===== src/rtl/hsbl_pkg.sv =====
// Shared types and constants for the letter-count heap sorter.
`timescale 1ns / 1ps
package hsbl_pkg;
    localparam logic [7:0] LETTER_A = 8'h61;
    localparam int unsigned IDX_W = 6;
    localparam int unsigned OUT_COUNT_W = 10;

    // Memory commands from the controller to the datapath.
    typedef enum logic [1:0] {
        CMD_NONE,
        CMD_RD,
        CMD_WR_A,
        CMD_WR_B
    } t_mem_cmd;

    typedef struct packed {
        t_mem_cmd         mem;
        logic [IDX_W-1:0] addr;
        logic             load_a;
        logic             load_b;
    } t_dp_ctrl;
endpackage


===== src/rtl/hsbl_datapath.sv =====
// Datapath: key/index store memory, string loader and two swap registers.
`timescale 1ns / 1ps
module hsbl_datapath #(
    parameter int unsigned MAX_STRINGS = 64,
    parameter int unsigned COUNT_BITS = 10
) (
    input  logic                        i_clk,
    input  logic                        i_rst_n,
    input  logic                        i_sym_beat,
    input  logic [7:0]                  i_symbol,
    input  logic                        i_eos,
    input  logic                        i_total_full,
    input  logic [hsbl_pkg::IDX_W-1:0]  i_total_addr,
    input  hsbl_pkg::t_dp_ctrl          i_ctrl,
    output logic [COUNT_BITS-1:0]       o_key_a,
    output logic [COUNT_BITS-1:0]       o_key_b,
    output logic [COUNT_BITS-1:0]       o_key_rd,
    output logic [hsbl_pkg::IDX_W-1:0]  o_idx_a
);
    import hsbl_pkg::*;
    localparam int unsigned EW = COUNT_BITS + IDX_W;
    logic [EW-1:0] r_mem [MAX_STRINGS];
    logic [EW-1:0] r_rd;
    logic [EW-1:0] r_a;
    logic [EW-1:0] r_b;
    logic [COUNT_BITS-1:0] r_count;
    logic [COUNT_BITS-1:0] n_count;

    always_comb begin
        n_count = r_count;
        if (i_symbol == LETTER_A && r_count != {COUNT_BITS{1'b1}}) begin
            n_count = r_count + 1'b1;
        end
    end

    always_ff @(posedge i_clk) begin
        if (!i_rst_n) begin
            r_count <= '0;
        end else begin
            if (i_sym_beat) begin
                r_count <= i_eos ? '0 : n_count;
            end
        end
    end

    // The read port runs every cycle; A and B take the read data on command.
    always_ff @(posedge i_clk) begin
        r_rd <= r_mem[i_ctrl.addr];
        if (i_sym_beat && i_eos && !i_total_full) begin
            r_mem[i_total_addr] <= {n_count, i_total_addr};
        end else if (i_ctrl.mem == CMD_WR_A) begin
            r_mem[i_ctrl.addr] <= r_a;
        end else if (i_ctrl.mem == CMD_WR_B) begin
            r_mem[i_ctrl.addr] <= r_b;
        end
        if (i_ctrl.load_a) r_a <= r_rd;
        if (i_ctrl.load_b) r_b <= r_rd;
    end

    assign o_key_a  = r_a[EW-1:IDX_W];
    assign o_key_b  = r_b[EW-1:IDX_W];
    assign o_key_rd = r_rd[EW-1:IDX_W];
    assign o_idx_a  = r_a[IDX_W-1:0];
endmodule


===== src/rtl/hsbl_ctrl.sv =====
// Controller: heap build, sift-down sequencing and result emission.
`timescale 1ns / 1ps
module hsbl_ctrl #(
    parameter int unsigned COUNT_BITS = 10
) (
    input  logic                        i_clk,
    input  logic                        i_rst_n,
    input  logic                        i_start,
    input  logic [hsbl_pkg::IDX_W:0]    i_total,
    input  logic [COUNT_BITS-1:0]       i_key_a,
    input  logic [COUNT_BITS-1:0]       i_key_b,
    input  logic [COUNT_BITS-1:0]       i_key_rd,
    input  logic                        i_out_ready,
    output hsbl_pkg::t_dp_ctrl          o_ctrl,
    output logic                        o_busy,
    output logic                        o_out_valid,
    output logic                        o_out_last,
    output logic                        o_done
);
    import hsbl_pkg::*;
    // A holds the entry being sifted, B the largest child found so far.
    typedef enum logic [3:0] {
        S_IDLE, S_BUILD, S_RD_NODE, S_LD_NODE, S_RD_LEFT, S_LD_LEFT, S_CMP_RIGHT,
        S_MOVE, S_EXTRACT, S_X_RD_ROOT, S_X_RD_LAST, S_X_LD_LAST, S_EMIT_RD,
        S_EMIT_LD, S_EMIT
    } t_state;

    t_state             r_state;
    logic [IDX_W:0]     r_n;
    logic [IDX_W:0]     r_total;
    logic [IDX_W:0]     r_k;
    logic [IDX_W-1:0]   r_node;
    logic [IDX_W-1:0]   r_big;
    logic               r_build;
    logic               r_valid;
    logic               r_last;
    logic               r_done;
    logic [IDX_W+1:0]   w_left;
    logic [IDX_W+1:0]   w_right;
    logic               w_has_left;
    logic               w_has_right;
    logic [COUNT_BITS-1:0] w_big_key;
    t_dp_ctrl           w_ctrl;

    assign w_left      = {1'b0, r_node, 1'b1};
    assign w_right     = w_left + 1'b1;
    assign w_has_left  = (w_left < {1'b0, r_n});
    assign w_has_right = (w_right < {1'b0, r_n});
    assign w_big_key   = (r_big == r_node) ? i_key_a : i_key_b;

    always_ff @(posedge i_clk) begin
        if (!i_rst_n) begin
            r_state <= S_IDLE;
            r_valid <= 1'b0;
            r_last  <= 1'b0;
            r_done  <= 1'b0;
            r_n <= '0; r_total <= '0; r_k <= '0; r_node <= '0; r_big <= '0;
            r_build <= 1'b0;
        end else begin
            r_done <= 1'b0;
            unique case (r_state)
                S_IDLE: begin
                    if (i_start) begin
                        r_total <= i_total;
                        r_n     <= i_total;
                        r_k     <= i_total >> 1;
                        r_build <= 1'b1;
                        r_state <= S_BUILD;
                    end
                end
                S_BUILD: begin
                    if (r_k == '0) begin
                        r_build <= 1'b0;
                        r_k     <= r_total;
                        r_state <= S_EXTRACT;
                    end else begin
                        r_node  <= IDX_W'(r_k - 1'b1);
                        r_k     <= r_k - 1'b1;
                        r_state <= S_RD_NODE;
                    end
                end
                S_RD_NODE: r_state <= S_LD_NODE;
                S_LD_NODE: r_state <= S_RD_LEFT;
                S_RD_LEFT: begin
                    if (w_has_left) begin
                        r_state <= S_LD_LEFT;
                    end else begin
                        r_big   <= r_node;
                        r_state <= S_MOVE;
                    end
                end
                S_LD_LEFT: begin
                    // The left child wins only when strictly larger than the node.
                    r_big   <= (i_key_a < i_key_rd) ? IDX_W'(w_left) : r_node;
                    r_state <= w_has_right ? S_CMP_RIGHT : S_MOVE;
                end
                S_CMP_RIGHT: begin
                    if (w_big_key < i_key_rd) r_big <= IDX_W'(w_right);
                    r_state <= S_MOVE;
                end
                S_MOVE: begin
                    if (r_big == r_node) begin
                        r_state <= r_build ? S_BUILD : S_EXTRACT;
                    end else begin
                        r_node  <= r_big;
                        r_state <= S_RD_LEFT;
                    end
                end
                S_EXTRACT: begin
                    // Swap root with entry k-1, then sift the root over k-1 entries.
                    if (r_k <= (IDX_W+1)'(1)) begin
                        r_k     <= '0;
                        r_state <= S_EMIT_RD;
                    end else begin
                        r_k     <= r_k - 1'b1;
                        r_n     <= r_k - 1'b1;
                        r_node  <= '0;
                        r_state <= S_X_RD_ROOT;
                    end
                end
                S_X_RD_ROOT: r_state <= S_X_RD_LAST;
                S_X_RD_LAST: r_state <= S_X_LD_LAST;
                S_X_LD_LAST: r_state <= S_RD_LEFT;
                S_EMIT_RD:   r_state <= S_EMIT_LD;
                S_EMIT_LD: begin
                    r_valid <= 1'b1;
                    r_last  <= (r_k + 1'b1 == r_total);
                    r_state <= S_EMIT;
                end
                S_EMIT: begin
                    if (i_out_ready) begin
                        r_valid <= 1'b0;
                        if (r_last) begin
                            r_done  <= 1'b1;
                            r_state <= S_IDLE;
                        end else begin
                            r_k     <= r_k + 1'b1;
                            r_state <= S_EMIT_RD;
                        end
                    end
                end
                default: r_state <= S_IDLE;
            endcase
        end
    end

    // Datapath commands decoded from the state; read data is registered and valid in
    // the cycle after the address is presented.
    always_comb begin
        w_ctrl     = '0;
        w_ctrl.mem = CMD_NONE;
        unique case (r_state)
            S_RD_NODE: begin
                w_ctrl.mem  = CMD_RD;
                w_ctrl.addr = r_node;
            end
            S_LD_NODE: w_ctrl.load_a = 1'b1;
            S_RD_LEFT: begin
                if (w_has_left) begin
                    w_ctrl.mem  = CMD_RD;
                    w_ctrl.addr = IDX_W'(w_left);
                end
            end
            S_LD_LEFT: begin
                w_ctrl.load_b = (i_key_a < i_key_rd);
                if (w_has_right) begin
                    w_ctrl.mem  = CMD_RD;
                    w_ctrl.addr = IDX_W'(w_right);
                end
            end
            S_CMP_RIGHT: w_ctrl.load_b = (w_big_key < i_key_rd);
            S_MOVE: begin
                w_ctrl.mem  = (r_big == r_node) ? CMD_WR_A : CMD_WR_B;
                w_ctrl.addr = r_node;
            end
            S_X_RD_ROOT: begin
                w_ctrl.mem  = CMD_RD;
                w_ctrl.addr = '0;
            end
            S_X_RD_LAST: begin
                w_ctrl.load_b = 1'b1;
                w_ctrl.mem    = CMD_RD;
                w_ctrl.addr   = r_n[IDX_W-1:0];
            end
            S_X_LD_LAST: begin
                w_ctrl.load_a = 1'b1;
                w_ctrl.mem    = CMD_WR_B;
                w_ctrl.addr   = r_n[IDX_W-1:0];
            end
            S_EMIT_RD: begin
                w_ctrl.mem  = CMD_RD;
                w_ctrl.addr = r_k[IDX_W-1:0];
            end
            S_EMIT_LD: w_ctrl.load_a = 1'b1;
            default: ;
        endcase
    end

    assign o_ctrl      = w_ctrl;
    assign o_busy      = (r_state != S_IDLE);
    assign o_out_valid = r_valid;
    assign o_out_last  = r_last;
    assign o_done      = r_done;
endmodule


===== src/rtl/heap_sort_by_letter_count_core.sv =====
// Top level of the letter-count heap sorter.
// After the end_of_set beat the heap is built, then extracted in place, then emitted.
// Flow: one character beat per cycle while loading; the input is held off while
// sorting and emitting, and each result beat is read, loaded and then emitted.
// Reset: synchronous, active low; clears the counters, the string total and the controller.
`timescale 1ns / 1ps
module heap_sort_by_letter_count_core #(
    parameter int unsigned MAX_STRINGS = 64,
    parameter int unsigned COUNT_BITS = 10
) (
    input  logic        i_clk,
    input  logic        i_rst_n,
    input  logic        s_axis_tvalid,
    output logic        s_axis_tready,
    input  logic [7:0]  s_axis_tdata,   // symbol[7:0]
    input  logic        s_axis_tlast,   // end_of_string
    input  logic        s_axis_tuser,   // end_of_set
    output logic        m_axis_tvalid,
    input  logic        m_axis_tready,
    output logic [15:0] m_axis_tdata,   // string_index[5:0], letter_count[15:6]
    output logic        m_axis_tlast    // last
);
    import hsbl_pkg::*;
    localparam int unsigned AW = IDX_W;

    logic [AW:0] r_total;
    logic        w_beat;
    logic        w_eos;
    logic        w_busy;
    logic        w_done;
    logic        w_start;
    t_dp_ctrl    w_ctrl;
    logic [COUNT_BITS-1:0] w_key_a;
    logic [COUNT_BITS-1:0] w_key_b;
    logic [COUNT_BITS-1:0] w_key_rd;
    logic [5:0]  w_idx_a;
    logic        r_sorting;

    assign s_axis_tready = !r_sorting;
    assign w_beat = s_axis_tvalid && s_axis_tready;
    assign w_eos  = s_axis_tlast || s_axis_tuser;
    assign w_start = w_beat && s_axis_tuser;

    // String count stops at the store size; extra strings are dropped.
    always_ff @(posedge i_clk) begin
        if (!i_rst_n) begin
            r_total   <= '0;
            r_sorting <= 1'b0;
        end else begin
            if (w_done) begin
                r_total   <= '0;
                r_sorting <= 1'b0;
            end else if (w_beat && w_eos && r_total != (AW+1)'(MAX_STRINGS)) begin
                r_total <= r_total + 1'b1;
            end
            if (w_start) r_sorting <= 1'b1;
        end
    end

    logic [AW:0] w_total_next;
    assign w_total_next = (r_total != (AW+1)'(MAX_STRINGS)) ? r_total + 1'b1 : r_total;

    hsbl_datapath #(.MAX_STRINGS(MAX_STRINGS), .COUNT_BITS(COUNT_BITS)) u_dp (
        .i_clk, .i_rst_n,
        .i_sym_beat  (w_beat),
        .i_symbol    (s_axis_tdata),
        .i_eos       (w_eos),
        .i_total_full(r_total == (AW+1)'(MAX_STRINGS)),
        .i_total_addr(r_total[AW-1:0]),
        .i_ctrl      (w_ctrl),
        .o_key_a     (w_key_a),
        .o_key_b     (w_key_b),
        .o_key_rd    (w_key_rd),
        .o_idx_a     (w_idx_a)
    );

    hsbl_ctrl #(.COUNT_BITS(COUNT_BITS)) u_ctrl (
        .i_clk, .i_rst_n,
        .i_start    (w_start),
        .i_total    (w_total_next),
        .i_key_a    (w_key_a),
        .i_key_b    (w_key_b),
        .i_key_rd   (w_key_rd),
        .i_out_ready(m_axis_tready),
        .o_ctrl     (w_ctrl),
        .o_busy     (w_busy),
        .o_out_valid(m_axis_tvalid),
        .o_out_last (m_axis_tlast),
        .o_done     (w_done)
    );

    assign m_axis_tdata = {OUT_COUNT_W'(w_key_a), w_idx_a};

`ifndef SYNTHESIS
    a_no_input_while_busy: assert property (@(posedge i_clk) disable iff (!i_rst_n)
        w_busy |-> !s_axis_tready) else $error("input taken during sort");
    a_total_bound: assert property (@(posedge i_clk) disable iff (!i_rst_n)
        r_total <= (AW+1)'(MAX_STRINGS)) else $error("string total overflow");
    a_valid_only_sorting: assert property (@(posedge i_clk) disable iff (!i_rst_n)
        m_axis_tvalid |-> r_sorting) else $error("result outside sort");
`endif
endmodule


===== config.mk =====
export PLATFORM = sky130hd
export DESIGN_NAME = heap_sort_by_letter_count_core
export DESIGN_NICKNAME = d
export VERILOG_FILES = /design/src/rtl/hsbl_pkg.sv /design/src/rtl/hsbl_datapath.sv /design/src/rtl/hsbl_ctrl.sv /design/src/rtl/heap_sort_by_letter_count_core.sv
export SDC_FILE = /design/constraint.sdc
export NUM_CORES = 2
export LEC_CHECK = 0
export ABC_AREA = 0
export BUFFER_PORTS_ARGS = -buffer_cell sky130_fd_sc_hd__buf_2
export CORE_MARGIN = 5
export CORE_UTILIZATION = 40
export CTS_CLUSTER_SIZE = 28
export DETAILED_ROUTE_END_ITERATION = 12
export SLEW_MARGIN = 20
export SYNTH_ARGS = -nofsm -noshare
export SYNTH_HDL_FRONTEND = slang
export SYNTH_SLANG_ARGS = --single-unit

===== constraint.sdc =====
create_clock -name i_clk -period 4.9 [get_ports i_clk]
set_input_delay 0.98 -clock i_clk [delete_from_list [all_inputs] [get_ports i_clk]]
set_output_delay 0.98 -clock i_clk [all_outputs]
set_load 0.005 [all_outputs]

* After elaboration in Yosys (flattened, before gate mapping)
Memory sizes are Yosys's and may differ from the RTL's. A register that Yosys moved wholly into a read port is not among the register bits.
Index checks and enable logic that the tools add are counted.
** Operators by class
- Multiply operators :: 0
- Reductions and logical operators :: 31
- Shifts and indexed selects :: 0
- $lt $le $gt $ge :: 5
- Bitwise logic cells :: 2
- Add/sub/neg operators :: 5
- Mux-type cells :: 58
- Divide/modulo/power cells :: 0
- Eq/ne operators :: 31
** Operator list (count)
- 2-to-1 mux 7 bit :: 10
- one-hot mux 8 bit (8 select lines) :: 1
- one-hot mux 4 bit (14 select lines) :: 1
- 2-to-1 mux 6 bit :: 7
- one-hot mux 6 bit (3 select lines) :: 2
- 2-to-1 mux 16 bit :: 2
- 2-to-1 mux 10 bit :: 3
- equality test 4 bit (second input constant) :: 7
- one-hot mux 7 bit (4 select lines) :: 1
- 2-to-1 mux 4 bit :: 6
- < comparator 10 bit :: 2
- 2-to-1 mux 1 bit :: 19
- equality test 4 x 3 -> 1 bit (second input constant) :: 4
- OR reduction 16 bit :: 1
- adder 7 x 1 -> 7 bit (second input constant) :: 2
- one-hot mux 7 bit (2 select lines) :: 1
- inequality test 2 bit (second input constant) :: 6
- AND reduction 3 bit :: 4
- adder 10 x 1 -> 10 bit (second input constant) :: 1
- inequality test 10 bit (second input constant) :: 1
- adder 7 x 1 -> 8 bit (second input constant) :: 1
- equality test 4 x 2 -> 1 bit (second input constant) :: 2
- equality test 8 x 7 -> 1 bit (second input constant) :: 1
- < comparator 8 x 7 -> 1 bit :: 1
- 28 further kinds :: 46
** Word-level totals
- Logic and storage cells :: 148
- Output and inout bits :: 19
- Memory bits (read-only) :: 0
- Latch bits :: 0
- Input port bits :: 14
- RAM bits :: 1024
- Memories :: 1
- Register bits :: 91
** Memories
- u_dp.r_mem :: depth 64, width 16, read ports 1, clocked after memory_dff 1, write ports 1, RTL line hsbl_datapath.sv:22 : logic [EW-1:0] r_mem [MAX_STRINGS];

* Depth between registers and ports, before layout
- Word-level depth :: 12
- Mapped depth :: 17
- Mapped depth without buffers :: 13

* Modules after synthesis
A second synthesis with hierarchy kept.
** Unflattened totals
- Cells, all modules :: 2588
- Area total of the unflattened synthesis :: 46281.9 um^2
** Modules (own cells, without submodules)
- hsbl_datapath :: cells each 2010, sequential area each 32230.9 um^2, instances 1, area an instance 41873.9 um^2
- hsbl_ctrl :: cells each 517, sequential area each 820.8 um^2, instances 1, area an instance 3863.7 um^2
- heap_sort_by_letter_count_core :: cells each 61, sequential area each 160.2 um^2, instances 1, area an instance 544.3 um^2

* Worst setup path before layout
Ideal clock, no wire load.
- Kind :: reg-to-reg
- Start point :: reg u_ctrl.r_node[2]
- End point :: mem u_dp.r_mem[0][10] (netlist bit), data pin
- Arrival :: 4.774 ns
- Buffers on the path :: 2
- Cell stages (with the launch flop) :: 14
- Period minus slack after synthesis :: 5.338 ns
- Setup slack :: -0.438 ns
- Data required time :: 4.336 ns
- Library setup time :: 0.564 ns
- Cells stage by stage :: dfxtp_1 -> clkbuf_1 -> nand3_1 -> xnor2_1 -> ha_1 -> and3_1 -> a221oi_1 -> and2_1 -> nand2_1 -> o21ai_0 -> a31oi_1 -> buf_4 -> mux2i_1 -> mux2i_1
** On the way
- Word-level cells in the longest chain between the ends :: 12
- Elaborated cells between the ends (all ways) :: 21
- Classes of those cells :: 1 x add/sub; 2 x order compare; 3 x eq/ne; 13 x mux; 1 x bitwise; 1 x reduce/logical
** RTL lines
- from (decl) :: RTL line hsbl_ctrl.sv:32 : logic [IDX_W-1:0] r_node;
- from (signal assigned) :: RTL line hsbl_ctrl.sv:77 : r_node <= IDX_W'(r_k - 1'b1);
- from (signal assigned) :: RTL line hsbl_ctrl.sv:105 : r_node <= r_big;
- adder 7 x 1 -> 8 bit :: RTL line hsbl_ctrl.sv:46 : assign w_right = w_left + 1'b1;
- < comparator 8 x 7 -> 1 bit :: RTL line hsbl_ctrl.sv:48 : assign w_has_right = (w_right < {1'b0, r_n});
- 2-to-1 mux 7 bit :: RTL line hsbl_ctrl.sv:166 : if (w_has_right) begin
- one-hot mux 8 bit (8 select lines) * :: RTL line hsbl_ctrl.sv:152 : unique case (r_state)
- equality test 2 bit :: RTL line hsbl_datapath.sv:53 : end else if (i_ctrl.mem == CMD_WR_B) begin
- 2-to-1 mux 1 bit :: RTL line hsbl_datapath.sv:53
- 2-to-1 mux 1 bit :: RTL line hsbl_datapath.sv:51 : end else if (i_ctrl.mem == CMD_WR_A) begin
- 2-to-1 mux 1 bit :: RTL line hsbl_datapath.sv:49 : if (i_sym_beat && i_eos && !i_total_full) begin
- 2-to-1 mux 1 bit (not written as such) :: RTL line hsbl_datapath.sv:54 : r_mem[i_ctrl.addr] <= r_b;
- bitwise OR 1 bit (no line)
- OR reduction 16 bit (no line)
- 2-to-1 mux 16 bit (no line) *
- to (decl) :: RTL line hsbl_datapath.sv:22
Mark *: on every way between the ends. The rest lies on a longest branch, timed or not.

* Worst setup path in the final report
- Start point :: reg u_ctrl.r_node[3]
- End point :: mem u_dp.r_mem[11][12] (netlist bit), enable pin
** On the way
- Word-level cells in the longest chain between the ends :: 12
- Elaborated cells between the ends (all ways) :: 21
- Classes of those cells :: 1 x add/sub; 2 x order compare; 3 x eq/ne; 13 x mux; 1 x bitwise; 1 x reduce/logical
** RTL lines (RTL line)
- adder 7 x 1 -> 8 bit :: hsbl_ctrl.sv:46
- < comparator 8 x 7 -> 1 bit :: hsbl_ctrl.sv:48
- 2-to-1 mux 7 bit :: hsbl_ctrl.sv:166
- one-hot mux 8 bit (8 select lines) * :: hsbl_ctrl.sv:152
- equality test 2 bit :: hsbl_datapath.sv:53
- 2-to-1 mux 1 bit :: hsbl_datapath.sv:53
- 2-to-1 mux 1 bit :: hsbl_datapath.sv:51
- 2-to-1 mux 1 bit :: hsbl_datapath.sv:49
- 2-to-1 mux 1 bit (not written as such) :: hsbl_datapath.sv:54
- bitwise OR 1 bit (no line)
- OR reduction 16 bit (no line)
- 2-to-1 mux 6 bit (no line) / 2-to-1 mux 1 bit (equally long branches)
Marked as above.

==> metrics.yaml <==
status:
  status: "completed"
placed_design:
  portBuffers: 32
  dpl_cell_area_sq_mm: 0.0507
  dp.cells: 5073
  globalplace.congestion: 0.941
  hpwl_microns: 90500
synth:
  netlist-cell-type-count: 79
  synthFlopType: "edfxtp_1"
  synth-async-reset-ratio: 0
  synth_nets: 3538
  syn_area_sq_mm: 0.0471
  yosys.area.top_type: "edfxtp_1"
  yosysSeqAreaShare: 0.704
  synthCells: 3487
  synth_edf_count: 1056
  synth_top_area_frac: 0.673
  syn_area_per_cell_sq_um: 13.5
  synthTopCellsByArea: "edfxtp_1 67%, nand2_1 4.8%, dfxtp_1 3.2%, nand3_1 2.4%, mux2i_1 2.4%"
  synth_seq_cells: 1131
  ys_warn_count: 0
timing:
  max_freq_mhz: 212
  period_needed_ps: 4720
  tightest_slew_ps: 1150
  finalSetupTns_ps: 0
  finClkSkew_ps: 23.3
  relSlewSlack: 0.228
  period_share: 0.962
  hold_violations: 0
  hold-worst-slack_ps: 462
  maxSlewViolCount: 0
  setup_viol: 0
  rsz0062_at_grt: "false"
cts:
  cts_hold_buf: 0
  cts_made_buffers: 116
  cts-htree-levels: 3
  cts_resized: 0
  cts_setup_buffers: 0
  cts_tree: "done"
  clockBufferDepth: 3
  clkLatencyLatePin_ps: 720
  clk_pin_slew_ps: 60
  cts-root-buf: "clkbuf_16"
  cts.sinks: 1131
floorplan:
  die_h_microns: 353
  rows: 126
  start_util: 0.401
  dieArea_sq_mm: 0.125
  chipWidth_microns: 353
  core_sq_mm: 0.118
  io_pins: 33
detailed_routing:
  drt_iter0_drc: 4075
  ant_nets: 0
  viasPerCell: 5.89
  wl_per_cell_microns: 27.2
  route.detailed.drc: 0
  wl_microns: 144000
  vias: 31200
  dr.pass1.iters: 8
setup_path:
  end_kind: "flop"
  arrival_ps: 5110
  crit_type: "reg2reg"
  critPathLaunchType: "flop"
  crit_fanout: 9
  required_ps: 5300
finish:
  fin_nets: 3706
  antenna_cells: 0
  drive_gt1_frac: 0.147
  syn2layout_area_growth_pct: 15.5
  final_area_sq_mm: 0.0545
  fillers: 10300
  fin_cells: 5291
global_route:
  antenna_found_initial: 3
  grt_pass1_wl_microns: 208000
  grt_pass1_vias: 29500
  grt_remaining_overflow: 0
  gr-usage-all-layers: 0.224
  grt_max_degree: 79
flow_run:
  maxCapViolCount: 0
power:
  power.density_mw_per_mm2: 462
  irDropWorstVdd_mv: 0.369
  leakage_nw: 18.3
hold_path:
  hold_path_class: "reg2reg"
## cell families after synthesis
logic type               count (synthesis)  share of synthesized area
multiplexers                           157                     0.0407
adder cells (fa/ha/maj)                 37                    0.00982
AND/OR/NAND/NOR                       1213                      0.114
flip-flops                            1131                      0.704
XOR/XNOR                                45                    0.00852
AO/OA/AOI/OAI                          632                     0.0944
buffers and inverters                  272                     0.0280
## critical path: stages (launching register included)
cell       delay (ps)
dfxtp_1           510
and3_1            260
nand3_1           100
xnor2_1           140
ha_1              300
and3_1            200
o2111ai_1         140
nand2_1           190
nor3_1             80
buf_4             160
a221oi_4          680
nand3_1           150
o31ai_1           210
nand2_1           220
nor2_1            700
buf_4             360
## cell usage after synthesis, types with 7 or more instances
cell type  number
a211oi_1       88
a21oi_1       125
a221oi_1       12
a22oi_1        19
a311oi_1       60
a31oi_1        65
a32oi_1         8
a41oi_1         7
and3_1        101
buf_1           9
buf_2         101
buf_4          22
buf_6          12
clkbuf_1       97
dfxtp_1        75
edfxtp_1     1056
ha_1           37
inv_1          30
mux2_2         18
mux2i_1       113
mux4_2         26
nand2_1       609
nand2b_1       15
nand3_1       228
nand4_1        13
nor2_1        171
nor2b_1         7
nor3_1         23
nor4_1         12
o2111a_1        7
o211ai_1       16
o21a_1          7
o21ai_0        79
o221ai_1       20
o22a_1         13
o22ai_1        27
o2bb2ai_1      11
o41ai_1        10
xnor2_1        21
xor2_1         23
## where the power goes
part | leakage (nW) | internal [W] | total (W) | switching (W)
registers | 10.2 | 0.0107 | 0.0111 | 0.000350
logic | 6.23 | 0.00194 | 0.00542 | 0.00347
clock network | 1.83 | 0.00493 | 0.00868 | 0.00375
## cell usage in the layout (no fill, tap or decap), types with 19 or more instances in the layout
cell type	netlist	layout
xnor2_1	21	21
o22ai_1	27	27
edfxtp_1	1056	1056
and3_1	101	101
inv_1	30	30
o221ai_1	20	20
a22oi_1	19	19
mux2i_1	113	108
clkinv_2	0	26
o21ai_0	79	78
buf_12	0	37
nand2_1	609	608
mux4_2	26	26
buf_4	22	223
clkbuf_1	97	25
a21oi_1	125	114
clkinv_1	0	31
nor3_1	23	22
clkbuf_16	0	119
ha_1	37	37
nand3_1	228	227
a311oi_1	60	60
a211oi_1	88	88
buf_2	101	32
xor2_1	23	23
a31oi_1	65	64
nor2_1	171	169
dfxtp_1	75	75
## registers in the layout (all words and copies together) (netlist names), 10 cells and up
name	count
u_dp.r_rd	16
u_dp.r_b	16
u_dp.r_a	16
u_dp.r_count	10
u_dp.r_mem	1024
## cell type report
cell class / count / area (sq um) / share of cell area
inverters: 30 / 113 / 0.00207
well taps: 1536 / 1920 / 0.0353
clock inverters: 73 / 641 / 0.0118
repair buffers: 292 / 2570 / 0.0473
clock buffers: 145 / 3090 / 0.0567
flip-flops and latches: 1131 / 33200 / 0.610
multi-input cells: 2084 / 12900 / 0.237
## stage by stage
stage | setup WS (ps) | utilization | total power (W)
after floorplan | 327 | - | 0.0145
after global placement | 321 | 0.431 | 0.0166
after detailed placement | 279 | 0.431 | 0.0166
after CTS | 356 | 0.463 | 0.0252
after global routing | 65.2 | 0.463 | 0.0261
final | 184 | 0.463 | 0.0252
## per-layer routing
metal	global-route usage	vias to the layer above	share of wire
li1	-	13700	-
met1	0.312	15600	0.41
met2	0.338	1618	0.44
met3	0.0533	302	0.097
met4	0.0963	2	0.049
met5	0	-	0.000097
## worst paths after layout
kind / depth (start not counted) / slack (ps) / to / startpoint
max: 15 / 180 / u_dp.r_mem[11][12] / u_ctrl.r_node[3]
min: 2 / 460 / u_ctrl.o_out_valid / u_ctrl.o_out_valid
max reg2reg: 15 / 180 / u_dp.r_mem[11][12] / u_ctrl.r_node[3]
min reg2reg: 2 / 460 / u_ctrl.o_out_valid / u_ctrl.o_out_valid
(Power assumes the default switching activity.)
